[src/rtl/core/tsf_pkg.sv]
// Shared types, constants and helper function of the telemetry slot framer.
package tsf_pkg;

  localparam int SLOT_COUNT_DEF      = 32;
  localparam int SLOTS_PER_GROUP_DEF = 8;
  localparam int FRAME_LENGTH_DEF    = 25;

  localparam int CMD_DEPTH = 2;
  localparam int OUT_DEPTH = 2;

  localparam logic [7:0] START_BYTE  = 8'h0f;
  localparam logic [7:0] END_GROUP0  = 8'h04;
  localparam logic [7:0] END_GROUP1  = 8'h14;
  localparam logic [7:0] END_GROUP2  = 8'h24;
  localparam logic [7:0] END_GROUP3  = 8'h34;
  localparam logic [2:0] ID_LOW_BITS = 3'b011;

  typedef struct packed {
    logic        burst;
    logic [1:0]  group;
    logic [4:0]  idx;
    logic [15:0] value;
  } cmd_t;

  typedef struct packed {
    logic [7:0] tx_byte;
    logic       last;
  } out_t;

  function automatic logic [7:0] slot_id(logic [4:0] n);
    return {n[0], n[1], n[2], n[3], n[4], ID_LOW_BITS};
  endfunction

endpackage

[src/rtl/core/tsf_fifo.sv]
// Small first-in first-out queue of words.
module tsf_fifo #(
  parameter int WIDTH = 8,
  parameter int DEPTH = 2
) (
  input  logic             clk_i,
  input  logic             rst_ni,
  input  logic             push_i,
  input  logic [WIDTH-1:0] data_i,
  output logic             full_o,
  input  logic             pop_i,
  output logic [WIDTH-1:0] data_o,
  output logic             empty_o
);

  localparam int PW = (DEPTH > 1) ? $clog2(DEPTH) : 1;
  localparam int CW = $clog2(DEPTH + 1);

  logic [WIDTH-1:0] mem [DEPTH];
  logic [PW-1:0]    wr_ptr_q, wr_ptr_d, rd_ptr_q, rd_ptr_d;
  logic [CW-1:0]    count_q, count_d;
  logic             do_push, do_pop;

  assign full_o  = (count_q == CW'(DEPTH));
  assign empty_o = (count_q == '0);
  assign do_push = push_i && !full_o;
  assign do_pop  = pop_i && !empty_o;
  assign data_o  = mem[rd_ptr_q];

  always_comb begin
    wr_ptr_d = wr_ptr_q;
    rd_ptr_d = rd_ptr_q;
    count_d  = count_q;
    if (do_push) begin
      wr_ptr_d = (wr_ptr_q == PW'(DEPTH - 1)) ? '0 : wr_ptr_q + 1'b1;
    end
    if (do_pop) begin
      rd_ptr_d = (rd_ptr_q == PW'(DEPTH - 1)) ? '0 : rd_ptr_q + 1'b1;
    end
    if (do_push && !do_pop) begin
      count_d = count_q + 1'b1;
    end else if (do_pop && !do_push) begin
      count_d = count_q - 1'b1;
    end
  end

  always_ff @(posedge clk_i or negedge rst_ni) begin
    if (!rst_ni) begin
      wr_ptr_q <= '0;
      rd_ptr_q <= '0;
      count_q  <= '0;
    end else begin
      wr_ptr_q <= wr_ptr_d;
      rd_ptr_q <= rd_ptr_d;
      count_q  <= count_d;
    end
  end

  always_ff @(posedge clk_i) begin
    if (do_push) begin
      mem[wr_ptr_q] <= data_i;
    end
  end

endmodule

[src/rtl/core/tsf_front.sv]
// Front end: tracks the channel frame and turns words into slot writes and bursts.
module tsf_front #(
  parameter int SLOT_COUNT   = tsf_pkg::SLOT_COUNT_DEF,
  parameter int FRAME_LENGTH = tsf_pkg::FRAME_LENGTH_DEF
) (
  input  logic          clk_i,
  input  logic          rst_ni,
  input  logic          accept_i,
  input  logic          command_i,
  input  logic [7:0]    rx_byte_i,
  input  logic [4:0]    slot_index_i,
  input  logic [15:0]   slot_value_i,
  output logic          cmd_push_o,
  output tsf_pkg::cmd_t cmd_o
);

  logic [4:0] pos_q, pos_d;
  logic       enq;

  always_comb begin
    pos_d       = pos_q;
    enq         = 1'b0;
    cmd_o       = '0;
    cmd_o.idx   = slot_index_i;
    cmd_o.value = slot_value_i;
    if (command_i) begin
      enq = ({1'b0, slot_index_i} < 6'(SLOT_COUNT));
    end else if (pos_q == '0) begin
      pos_d = (rx_byte_i == tsf_pkg::START_BYTE) ? 5'd1 : 5'd0;
    end else if (pos_q < 5'(FRAME_LENGTH - 1)) begin
      pos_d = pos_q + 1'b1;
    end else begin
      pos_d       = '0;
      cmd_o.burst = 1'b1;
      enq         = 1'b1;
      unique case (rx_byte_i)
        tsf_pkg::END_GROUP0: cmd_o.group = 2'd0;
        tsf_pkg::END_GROUP1: cmd_o.group = 2'd1;
        tsf_pkg::END_GROUP2: cmd_o.group = 2'd2;
        tsf_pkg::END_GROUP3: cmd_o.group = 2'd3;
        default:             enq = 1'b0;
      endcase
    end
  end

  assign cmd_push_o = accept_i && enq;

  always_ff @(posedge clk_i or negedge rst_ni) begin
    if (!rst_ni) begin
      pos_q <= '0;
    end else if (accept_i) begin
      pos_q <= pos_d;
    end
  end

endmodule

[src/rtl/core/tsf_back.sv]
// Back end: holds the slot store and emits the telemetry bytes of a group.
module tsf_back #(
  parameter int SLOT_COUNT      = tsf_pkg::SLOT_COUNT_DEF,
  parameter int SLOTS_PER_GROUP = tsf_pkg::SLOTS_PER_GROUP_DEF
) (
  input  logic          clk_i,
  input  logic          rst_ni,
  input  logic          cmd_empty_i,
  input  tsf_pkg::cmd_t cmd_i,
  output logic          cmd_pop_o,
  input  logic          out_full_i,
  output logic          out_push_o,
  output tsf_pkg::out_t out_o
);

  localparam int AW = $clog2(SLOT_COUNT);
  localparam int KW = (SLOTS_PER_GROUP > 1) ? $clog2(SLOTS_PER_GROUP) : 1;

  localparam logic [1:0] ST_IDLE = 2'd0;
  localparam logic [1:0] ST_SCAN = 2'd1;
  localparam logic [1:0] ST_HI   = 2'd2;
  localparam logic [1:0] ST_LO   = 2'd3;

  logic [1:0]            state_q, state_d;
  logic [KW-1:0]         k_q, k_d;
  logic [1:0]            group_q, group_d;
  logic [SLOT_COUNT-1:0] written_q;
  logic [15:0]           rd_q;
  logic [15:0]           mem [SLOT_COUNT];
  logic [5:0]            n;
  logic                  slot_ok, k_last, last, wr_en;
  logic [SLOTS_PER_GROUP-1:0] gm, hi_mask;

  assign n       = 6'(group_q) * 6'(SLOTS_PER_GROUP) + 6'(k_q);
  assign slot_ok = (n < 6'(SLOT_COUNT)) && written_q[n[AW-1:0]];
  assign k_last  = (k_q == KW'(SLOTS_PER_GROUP - 1));
  assign last    = ((gm & hi_mask) == '0);

  always_comb begin
    logic [5:0] nj;
    for (int j = 0; j < SLOTS_PER_GROUP; j++) begin
      nj         = 6'(group_q) * 6'(SLOTS_PER_GROUP) + 6'(j);
      gm[j]      = (nj < 6'(SLOT_COUNT)) && written_q[nj[AW-1:0]];
      hi_mask[j] = (KW'(j) > k_q);
    end
  end

  always_comb begin
    state_d    = state_q;
    k_d        = k_q;
    group_d    = group_q;
    cmd_pop_o  = 1'b0;
    out_push_o = 1'b0;
    out_o      = '0;
    wr_en      = 1'b0;
    unique case (state_q)
      ST_IDLE: begin
        if (!cmd_empty_i) begin
          cmd_pop_o = 1'b1;
          if (cmd_i.burst) begin
            group_d = cmd_i.group;
            k_d     = '0;
            state_d = ST_SCAN;
          end else begin
            wr_en = 1'b1;
          end
        end
      end
      ST_SCAN: begin
        if (slot_ok) begin
          if (!out_full_i) begin
            out_push_o    = 1'b1;
            out_o.tx_byte = tsf_pkg::slot_id(n[4:0]);
            state_d       = ST_HI;
          end
        end else if (k_last) begin
          state_d = ST_IDLE;
        end else begin
          k_d = k_q + 1'b1;
        end
      end
      ST_HI: begin
        if (!out_full_i) begin
          out_push_o    = 1'b1;
          out_o.tx_byte = rd_q[15:8];
          state_d       = ST_LO;
        end
      end
      ST_LO: begin
        if (!out_full_i) begin
          out_push_o    = 1'b1;
          out_o.tx_byte = rd_q[7:0];
          out_o.last    = last;
          if (k_last) begin
            state_d = ST_IDLE;
          end else begin
            k_d     = k_q + 1'b1;
            state_d = ST_SCAN;
          end
        end
      end
    endcase
  end

  always_ff @(posedge clk_i or negedge rst_ni) begin
    if (!rst_ni) begin
      state_q   <= ST_IDLE;
      k_q       <= '0;
      group_q   <= '0;
      written_q <= '0;
    end else begin
      state_q <= state_d;
      k_q     <= k_d;
      group_q <= group_d;
      if (wr_en) begin
        written_q[cmd_i.idx[AW-1:0]] <= 1'b1;
      end
    end
  end

  always_ff @(posedge clk_i) begin
    if (wr_en) begin
      mem[cmd_i.idx[AW-1:0]] <= cmd_i.value;
    end
    if (state_q == ST_SCAN) begin
      rd_q <= mem[n[AW-1:0]];
    end
  end

endmodule

[src/rtl/core/telemetry_slot_framer_top.sv]
// Top level of the telemetry slot framer: front end, command queue, back end, output queue.
// Input words are taken one per cycle while the two-entry command queue has room.
// The back end writes each popped slot write into the slot store; for a burst it dispatches,
// then scans each group slot and sends the slot id, high byte and low byte of each written slot.
// The bytes of a written slot leave one per cycle while the output queue has room.
// Reset clears the frame count, the written flags and both queues, not the slot values.
module telemetry_slot_framer_top #(
  parameter int SLOT_COUNT      = tsf_pkg::SLOT_COUNT_DEF,
  parameter int SLOTS_PER_GROUP = tsf_pkg::SLOTS_PER_GROUP_DEF,
  parameter int FRAME_LENGTH    = tsf_pkg::FRAME_LENGTH_DEF
) (
  input  logic        clk_i,
  input  logic        rst_ni,
  input  logic        push,
  output logic        full,
  input  logic        command_i,
  input  logic [7:0]  rx_byte_i,
  input  logic [4:0]  slot_index_i,
  input  logic [15:0] slot_value_i,
  output logic        empty,
  input  logic        pop,
  output logic [7:0]  tx_byte_o,
  output logic        last_byte_o
);

  logic          accept;
  logic          cmd_push, cmd_pop, cmd_empty;
  tsf_pkg::cmd_t cmd_in, cmd_out;
  logic          out_push, out_full;
  tsf_pkg::out_t out_in, out_out;

  assign accept = push && !full;

  tsf_front #(
    .SLOT_COUNT  (SLOT_COUNT),
    .FRAME_LENGTH(FRAME_LENGTH)
  ) u_front (
    .clk_i       (clk_i),
    .rst_ni      (rst_ni),
    .accept_i    (accept),
    .command_i   (command_i),
    .rx_byte_i   (rx_byte_i),
    .slot_index_i(slot_index_i),
    .slot_value_i(slot_value_i),
    .cmd_push_o  (cmd_push),
    .cmd_o       (cmd_in)
  );

  tsf_fifo #(
    .WIDTH($bits(tsf_pkg::cmd_t)),
    .DEPTH(tsf_pkg::CMD_DEPTH)
  ) u_cmd_fifo (
    .clk_i  (clk_i),
    .rst_ni (rst_ni),
    .push_i (cmd_push),
    .data_i (cmd_in),
    .full_o (full),
    .pop_i  (cmd_pop),
    .data_o (cmd_out),
    .empty_o(cmd_empty)
  );

  tsf_back #(
    .SLOT_COUNT     (SLOT_COUNT),
    .SLOTS_PER_GROUP(SLOTS_PER_GROUP)
  ) u_back (
    .clk_i      (clk_i),
    .rst_ni     (rst_ni),
    .cmd_empty_i(cmd_empty),
    .cmd_i      (cmd_out),
    .cmd_pop_o  (cmd_pop),
    .out_full_i (out_full),
    .out_push_o (out_push),
    .out_o      (out_in)
  );

  tsf_fifo #(
    .WIDTH($bits(tsf_pkg::out_t)),
    .DEPTH(tsf_pkg::OUT_DEPTH)
  ) u_out_fifo (
    .clk_i  (clk_i),
    .rst_ni (rst_ni),
    .push_i (out_push),
    .data_i (out_in),
    .full_o (out_full),
    .pop_i  (pop),
    .data_o (out_out),
    .empty_o(empty)
  );

  assign tx_byte_o   = out_out.tx_byte;
  assign last_byte_o = out_out.last;

endmodule

[config.mk]
export PLATFORM = sky130hd
export DESIGN_NAME = telemetry_slot_framer_top
export DESIGN_NICKNAME = d
export VERILOG_FILES = /design/src/rtl/core/tsf_pkg.sv /design/src/rtl/core/tsf_fifo.sv /design/src/rtl/core/tsf_front.sv /design/src/rtl/core/tsf_back.sv /design/src/rtl/core/telemetry_slot_framer_top.sv
export SDC_FILE = /design/constraint.sdc
export NUM_CORES = 1
export LEC_CHECK = 0
export BUFFER_PORTS_ARGS = -buffer_cell sky130_fd_sc_hd__buf_2
export CAP_MARGIN = 10
export CORE_UTILIZATION = 56
export DETAILED_ROUTE_END_ITERATION = 6
export PLACE_DENSITY_LB_ADDON = 0.2
export SETUP_SLACK_MARGIN = 0.1
export SLEW_MARGIN = 20
export SYNTH_ARGS = -nofsm -noshare
export SYNTH_HDL_FRONTEND = slang
export SYNTH_SLANG_ARGS = --single-unit
[constraint.sdc]
create_clock -name clk_i -period 2.7 [get_ports clk_i]
set_input_delay 0.54 -clock clk_i [delete_from_list [all_inputs] [get_ports clk_i]]
set_output_delay 0.54 -clock clk_i [all_outputs]
set_load 0.02 [all_outputs]
Word level (Yosys, flattened, before mapping)
Memories as Yosys holds them, arrays and structs flattened. A register that Yosys moved wholly into a read port is not among the register bits.
Index checks and enable logic that the tools add are counted.
- input port bits: 34
- bits in writable memories: 578
- memories kept: 3
- output and inout bits: 11
- register bits: 52
- memories (name ; words ; bits a word ; read ports ; clocked after memory_dff ; write ports ; line ; source):
    u_back.mem ; 32 ; 16 ; 1 ; 1 ; 1 ; tsf_back.sv:29 ; logic [15:0] mem [SLOT_COUNT];
    u_cmd_fifo.mem ; 2 ; 24 ; 1 ; 0 ; 1 ; tsf_fifo.sv:19 ; logic [WIDTH-1:0] mem [DEPTH];
    u_out_fifo.mem ; 2 ; 9 ; 1 ; 0 ; 1 ; tsf_fifo.sv:19 ;
- bitwise logic cells: 4
- add/sub/neg operators: 18
- reductions and logical operators: 42
- multiplexer cells: 74
- $lt $le $gt $ge: 29
- eq/ne operators: 18
- operators by type and width (kind ; number):
    $lt A5 B6 Y1 const B ; 11
    $lt A6 B6 Y1 const B ; 8
    $bmux W1 S5 ; 8
    $mux W1 ; 34
    $or A32 B32 Y32 ; 1
    $add A5 B3 Y6 const B ; 4
    $mux W3 ; 8
    $mux W8 ; 3
    $pmux W8 S3 ; 1
    $mux W2 ; 11
    $logic_and A1 B1 Y1 ; 20
    $eq A8 B6 Y1 const B ; 2
    $add A5 B2 Y6 const B ; 2
    $gt A3 B3 Y1 const A ; 4
    $mux W5 ; 2
    $ne A2 B2 Y1 const B ; 5
    $mux W9 ; 1
    $pmux W3 S3 ; 1
    $and A8 B8 Y8 ; 1
    $eq A2 B2 Y1 const B ; 4
    $eq A8 B3 Y1 const B ; 1
    $eq A8 B4 Y1 const B ; 1
    $eq A8 B5 Y1 const B ; 1
    $logic_not A1 Y1 ; 8
    other kinds (32) ; 43

Depth between registers and ports, before layout
- word-level depth: 12
- gate-level depth with buffers: 12

Modules after synthesis
A second synthesis with hierarchy kept.
- cell total of the unflattened synthesis: 1194
- area total of the unflattened synthesis: 25633.3 µm²
- modules (own cells, without submodules) (module ; instances ; area an instance (µm²) ; cells an instance):
    tsf_back ; 1 ; 22227.6 ; 991
    tsf_fifo at u_cmd_fifo ; 1 ; 2030.7 ; 94
    tsf_fifo at u_out_fifo ; 1 ; 845.8 ; 47
    tsf_front ; 1 ; 515.5 ; 61
    telemetry_slot_framer_top ; 1 ; 13.8 ; 1

Worst setup path after synthesis
Ideal clock, no wire load.
- kind: input to register
- start point: input rx_byte_i[7]
- end point: memory u_cmd_fifo.mem[0][0] (netlist bit) (enable)
- stages: 5
- path buffers: 0
- setup time: 0.435 ns
- slack: -0.729 ns
- data required time: 2.265 ns
- arrival time: 2.994 ns
- cells stage by stage: nor2_1 -> nand2_1 -> or4_1 -> o21ba_2 -> nor3_1
- cells in the longest elaborated chain, start to end: 10
- elaborated cells between the ends (all ways): 13
- those cells by class: eq/ne: 4; mux: 6; reduce/logical: 3
- ends and longest elaborated chain (what ; line ; source):
    start: declaration ; telemetry_slot_framer_top.sv:17 ; input logic [7:0] rx_byte_i,
    $eq A8 B3 Y1, or another cell as far along ; tsf_front.sv:36 ; unique case (rx_byte_i)
    $reduce_or A4 Y1 (no line) * ; -- ;
    $mux W1 * ; tsf_front.sv:36 ;
    $mux W1 * ; tsf_front.sv:30 ; end else if (pos_q < 5'(FRAME_LENGTH - 1)) begin
    $mux W1 * ; tsf_front.sv:28 ; end else if (pos_q == '0) begin
    $mux W1 * ; tsf_front.sv:26 ; if (command_i) begin
    $logic_and A1 B1 Y1 * ; tsf_front.sv:46 ; assign cmd_push_o = accept_i && enq;
    $logic_and A1 B1 Y1 * ; tsf_fifo.sv:26 ; assign do_push = push_i && !full_o;
    $mux W1 * ; tsf_fifo.sv:60 ; if (do_push) begin
    $mux W1 (not written as such) * ; tsf_fifo.sv:61 ; mem[wr_ptr_q] <= data_i;
    end: declaration ; tsf_fifo.sv:19 ;
Mark *: on every way between the ends. The rest lies on a longest branch, timed or not.

Worst setup path after layout
- start point: register u_back.k_q[1]
- end point: register u_back.rd_q[4], read port of u_back.mem (data pin)
- cells in the longest elaborated chain, start to end: 1
- ends and longest elaborated chain (what ; line ; source):
    start: declaration ; tsf_back.sv:25 ; logic [KW-1:0] k_q, k_d;
    start signal: assignment ; tsf_back.sv:113 ; k_q <= k_d;
    $add A5 B3 Y6 ; tsf_back.sv:34 ; assign n = 6'(group_q) * 6'(SLOTS_PER_GROUP) + 6'(k_q);
    end: declaration ; tsf_back.sv:28 ; logic [15:0] rd_q;
No other way between the ends.
A chain may end at the register's enable or synchronous reset.

==> metrics.yaml <==
sta:
  worst_clock_skew_ns: 0.01882
  tightestPinTransition_ns: 0.6607
  relSlewSlack_pct: 55.95
  grt_setup_unrepaired: "yes"
  finalHoldViolations: 0
  fin_crit_sh_pct: 94.19
  report.final.slew_viol_count: 0
  finalCriticalPeriod_ns: 2.543
  max_freq_mhz: 393.2
  setup-violations-final: 0
  fin_setup_tns_ns: 0
route:
  wl_met2_mm: 27.32
  drt_iter0_drc: 1207
  vias: 12447
  drt_wl_total_mm: 57.11
  met1Wirelength_mm: 23.94
  top_layer: "met5"
  ant_nets: 0
  wl_met3_mm: 4.285
  detail_route.wl_per_cell_um: 28.69
  dr.pass1.iters: 5
  via_per_inst: 6.252
  drc: 0
layout:
  nFillCells: 2826
  seq_area_um2: 19150
  finalInstanceArea_um2: 29530
  final_nets: 1391
  multi_input_area_um2: 6047
  area_growth_pct: 16.40
  drive_gt1_share_pct: 38.54
  layoutNonFillerInstCount: 1991
clock_network:
  cts-root-buf: "clkbuf_16"
  clk_pin_slew_ns: 0.06
  clk_latency_ns: 0.58
  cts.sinks: 646
  cts_tree: "done"
  htree_num_levels: 3
  cts_inserted_buffers: 67
  cts_buffer_depth: 3
power:
  ir_drop_mv: 0.6334
  sw_frac_of_total_pct: 28.23
  p_comb_share_pct: 26.2
  power_frac_clock_pct: 29.7
  power.switching_uw: 8530
  p_seq_share_pct: 44.1
  powerDensity_nw_per_um2: 1023
  intPower_uw: 21690
  leakage_uw: 0.009763
global_routing:
  grt-ovfl-total: 0
  grt_max_degree: 65
  grt_pass1_vias: 12659
  grt_pass1_wl_mm: 84.01
  grt_util_all_layers_pct: 25.64
  grt_antenna_before_repair: 1
synth:
  ys_seq_elements: 646
  synth_edf_count: 594
  ys.flop_type: "edfxtp_1"
  postSynthAreaPerCell_um2: 21.37
  yosysUniqueCellTypes: 48
  async_flop_share_pct: 8.050
  ys_warn_count: 0
  netlist_instances: 1187
  syn_nets: 1229
  yosysSeqAreaShare_pct: 75.43
  syn_area_um2: 25370
job:
  drv_cap: 0
setup_path:
  cp-start-kind: "register"
  arrival_ns: 2.85
  crit_required_ns: 3.01
  r2r_setup_slack_ns: 0.16
  path_class: "reg -> reg"
  end_kind: "register"
  critPathMaxFanout: 47
floorplanning:
  die_h_um: 214.9
  core_um2: 44410
  die_area_um2: 46160
  rows: 77
  start_util_pct: 57.13
  die_w_um: 214.9
  ios: 45
placed_design:
  dp.cells: 1862
  port_buffers: 44
  gp_congestion: 0.8296
  dp_hpwl_mm: 34.19
  placed_area_um2: 27210
status:
  status: "complete, no violations"
worst_hold_path:
  hold_path.class: "in -> reg"
## area by class of cell
class / count / area share, %
Antenna cell: 3 / 0.02542
Clock buffer: 91 / 6.406
Inverter: 13 / 0.1652
Sequential cell: 646 / 64.84
Clock inverter: 25 / 0.8600
Multi-Input combinational cell: 476 / 20.48
Tap cell: 592 / 2.508
Timing Repair Buffer: 145 / 4.720
## what timing repair did
action                                  4_1_cts  5_1_grt
resized for setup                             2        7
buffers inserted                              0        8
endpoints found under the setup margin        7       43
hold endpoints to repair                     17        0
pin swaps                                     0        1
gates cloned                                  1        0
hold buffers                                  1        0
## power groups by stage
| stage | clock network (uW) | registers [uW] | logic [uW] |
|---|---|---|---|
| after floorplan | 0 | 13200 | 5360 |
| after global placement | 0 | 13600 | 7510 |
| after detailed placement | 0 | 13600 | 7640 |
| after CTS | 9140 | 13400 | 7730 |
| after global routing | 9510 | 13400 | 8440 |
| final | 8990 | 13300 | 7900 |
## state kept, by name, indices dropped and copies added (netlist names), named ones only
name	count
u_back.group_q	2
u_back.k_q	3
u_back.mem	512
u_back.rd_q	16
u_back.state_q	1
u_back.written_q	32
u_cmd_fifo.count_q	2
u_cmd_fifo.mem	48
u_cmd_fifo.rd_ptr_q	1
u_cmd_fifo.wr_ptr_q	1
u_front.pos_q	5
u_out_fifo.count_q	2
u_out_fifo.mem	18
u_out_fifo.rd_ptr_q	1
u_out_fifo.wr_ptr_q	1
## worst max-delay path: stages, from the launching register on
cell     delay (ns)
dfrtp_4        0.42
buf_12         0.15
buf_16         0.30
mux4_2         0.57
mux4_2         0.48
mux2_2         0.29
## stage by stage
stage / utilization (%) / worst slack [ns] / hold WS, ns / total power, uW
after floorplan: - / 0.1532 / 0.2444 / 18570
after global placement: 61.26 / 0.07336 / 0.4788 / 21060
after detailed placement: 61.26 / 0.06911 / 0.4825 / 21230
after CTS: 66.21 / 0.1017 / 0.1237 / 30280
after global routing: 66.48 / 0.05139 / 0.1356 / 31370
final: 66.50 / 0.1568 / 0.1528 / 30220
## cells in the mapped netlist, types with 5 or more instances
library cell / number / area share [%]
a21oi_1: 18 / 0.36
and2_1: 5 / 0.12
buf_1: 12 / 0.18
buf_2: 9 / 0.18
buf_4: 11 / 0.33
clkbuf_1: 18 / 0.27
dfrtp_1: 52 / 5.1
edfxtp_1: 594 / 70
ha_1: 8 / 0.39
inv_1: 12 / 0.18
mux2_2: 51 / 2.3
mux2i_1: 21 / 0.83
mux4_2: 168 / 15
nand2_1: 34 / 0.50
nand2b_1: 5 / 0.12
nor2_1: 58 / 0.86
nor2b_1: 5 / 0.12
nor3_1: 5 / 0.099
o21ai_0: 18 / 0.36
o22ai_1: 5 / 0.12
or2_2: 34 / 0.84
xnor2_1: 6 / 0.21
## worst paths after layout
check                                  endpoint                 start  cells after the start
setup reg to reg                 u_back.rd_q[4]         u_back.k_q[1]                      5
min in group asynchronous   u_back.written_q[8]                rst_ni                      2
hold reg to reg            u_back.written_q[20]  u_back.written_q[20]                      1
max in group asynchronous         u_back.k_q[2]                rst_ni                      3
setup / recovery                 u_back.rd_q[4]         u_back.k_q[1]                      5
hold / removal             u_cmd_fifo.mem[0][7]       slot_value_i[7]                      1
## layer usage
metal,GRT usage (%),vias to the layer above
li1,-,5215
met1,37.54,6581
met2,39.50,548
met3,5.166,101
met4,7.881,2
met5,0,-
## cells in the final DEF (no fill, tap or decap), types with 21 or more instances in the layout
master and n:
edfxtp_1 594, mux4_2 168, clkbuf_16 71, buf_4 68, mux2_2 51, dfrtp_1 49
buf_2 45, nand2_1 34, or2_2 34, nor2_2 32, buf_12 28, nor2_1 25
mux2i_1 21
## cell families (layout without fill, tap and decap cells)
| logic type | count (synthesis) | in the layout | share of synthesized area [%] |
|---|---|---|---|
| AND/OR/NAND/NOR | 157 | 157 | 3.023 |
| XOR/XNOR | 10 | 10 | 0.3452 |
| other | 0 | 3 | 0 |
| adder cells (fa/ha/maj) | 8 | 8 | 0.3945 |
| AO/OA/AOI/OAI | 61 | 61 | 1.573 |
| flip-flops | 646 | 646 | 75.43 |
| buffers and inverters | 65 | 274 | 1.228 |
| multiplexers | 240 | 240 | 18.00 |
Power figures use the tool's default switching activity.
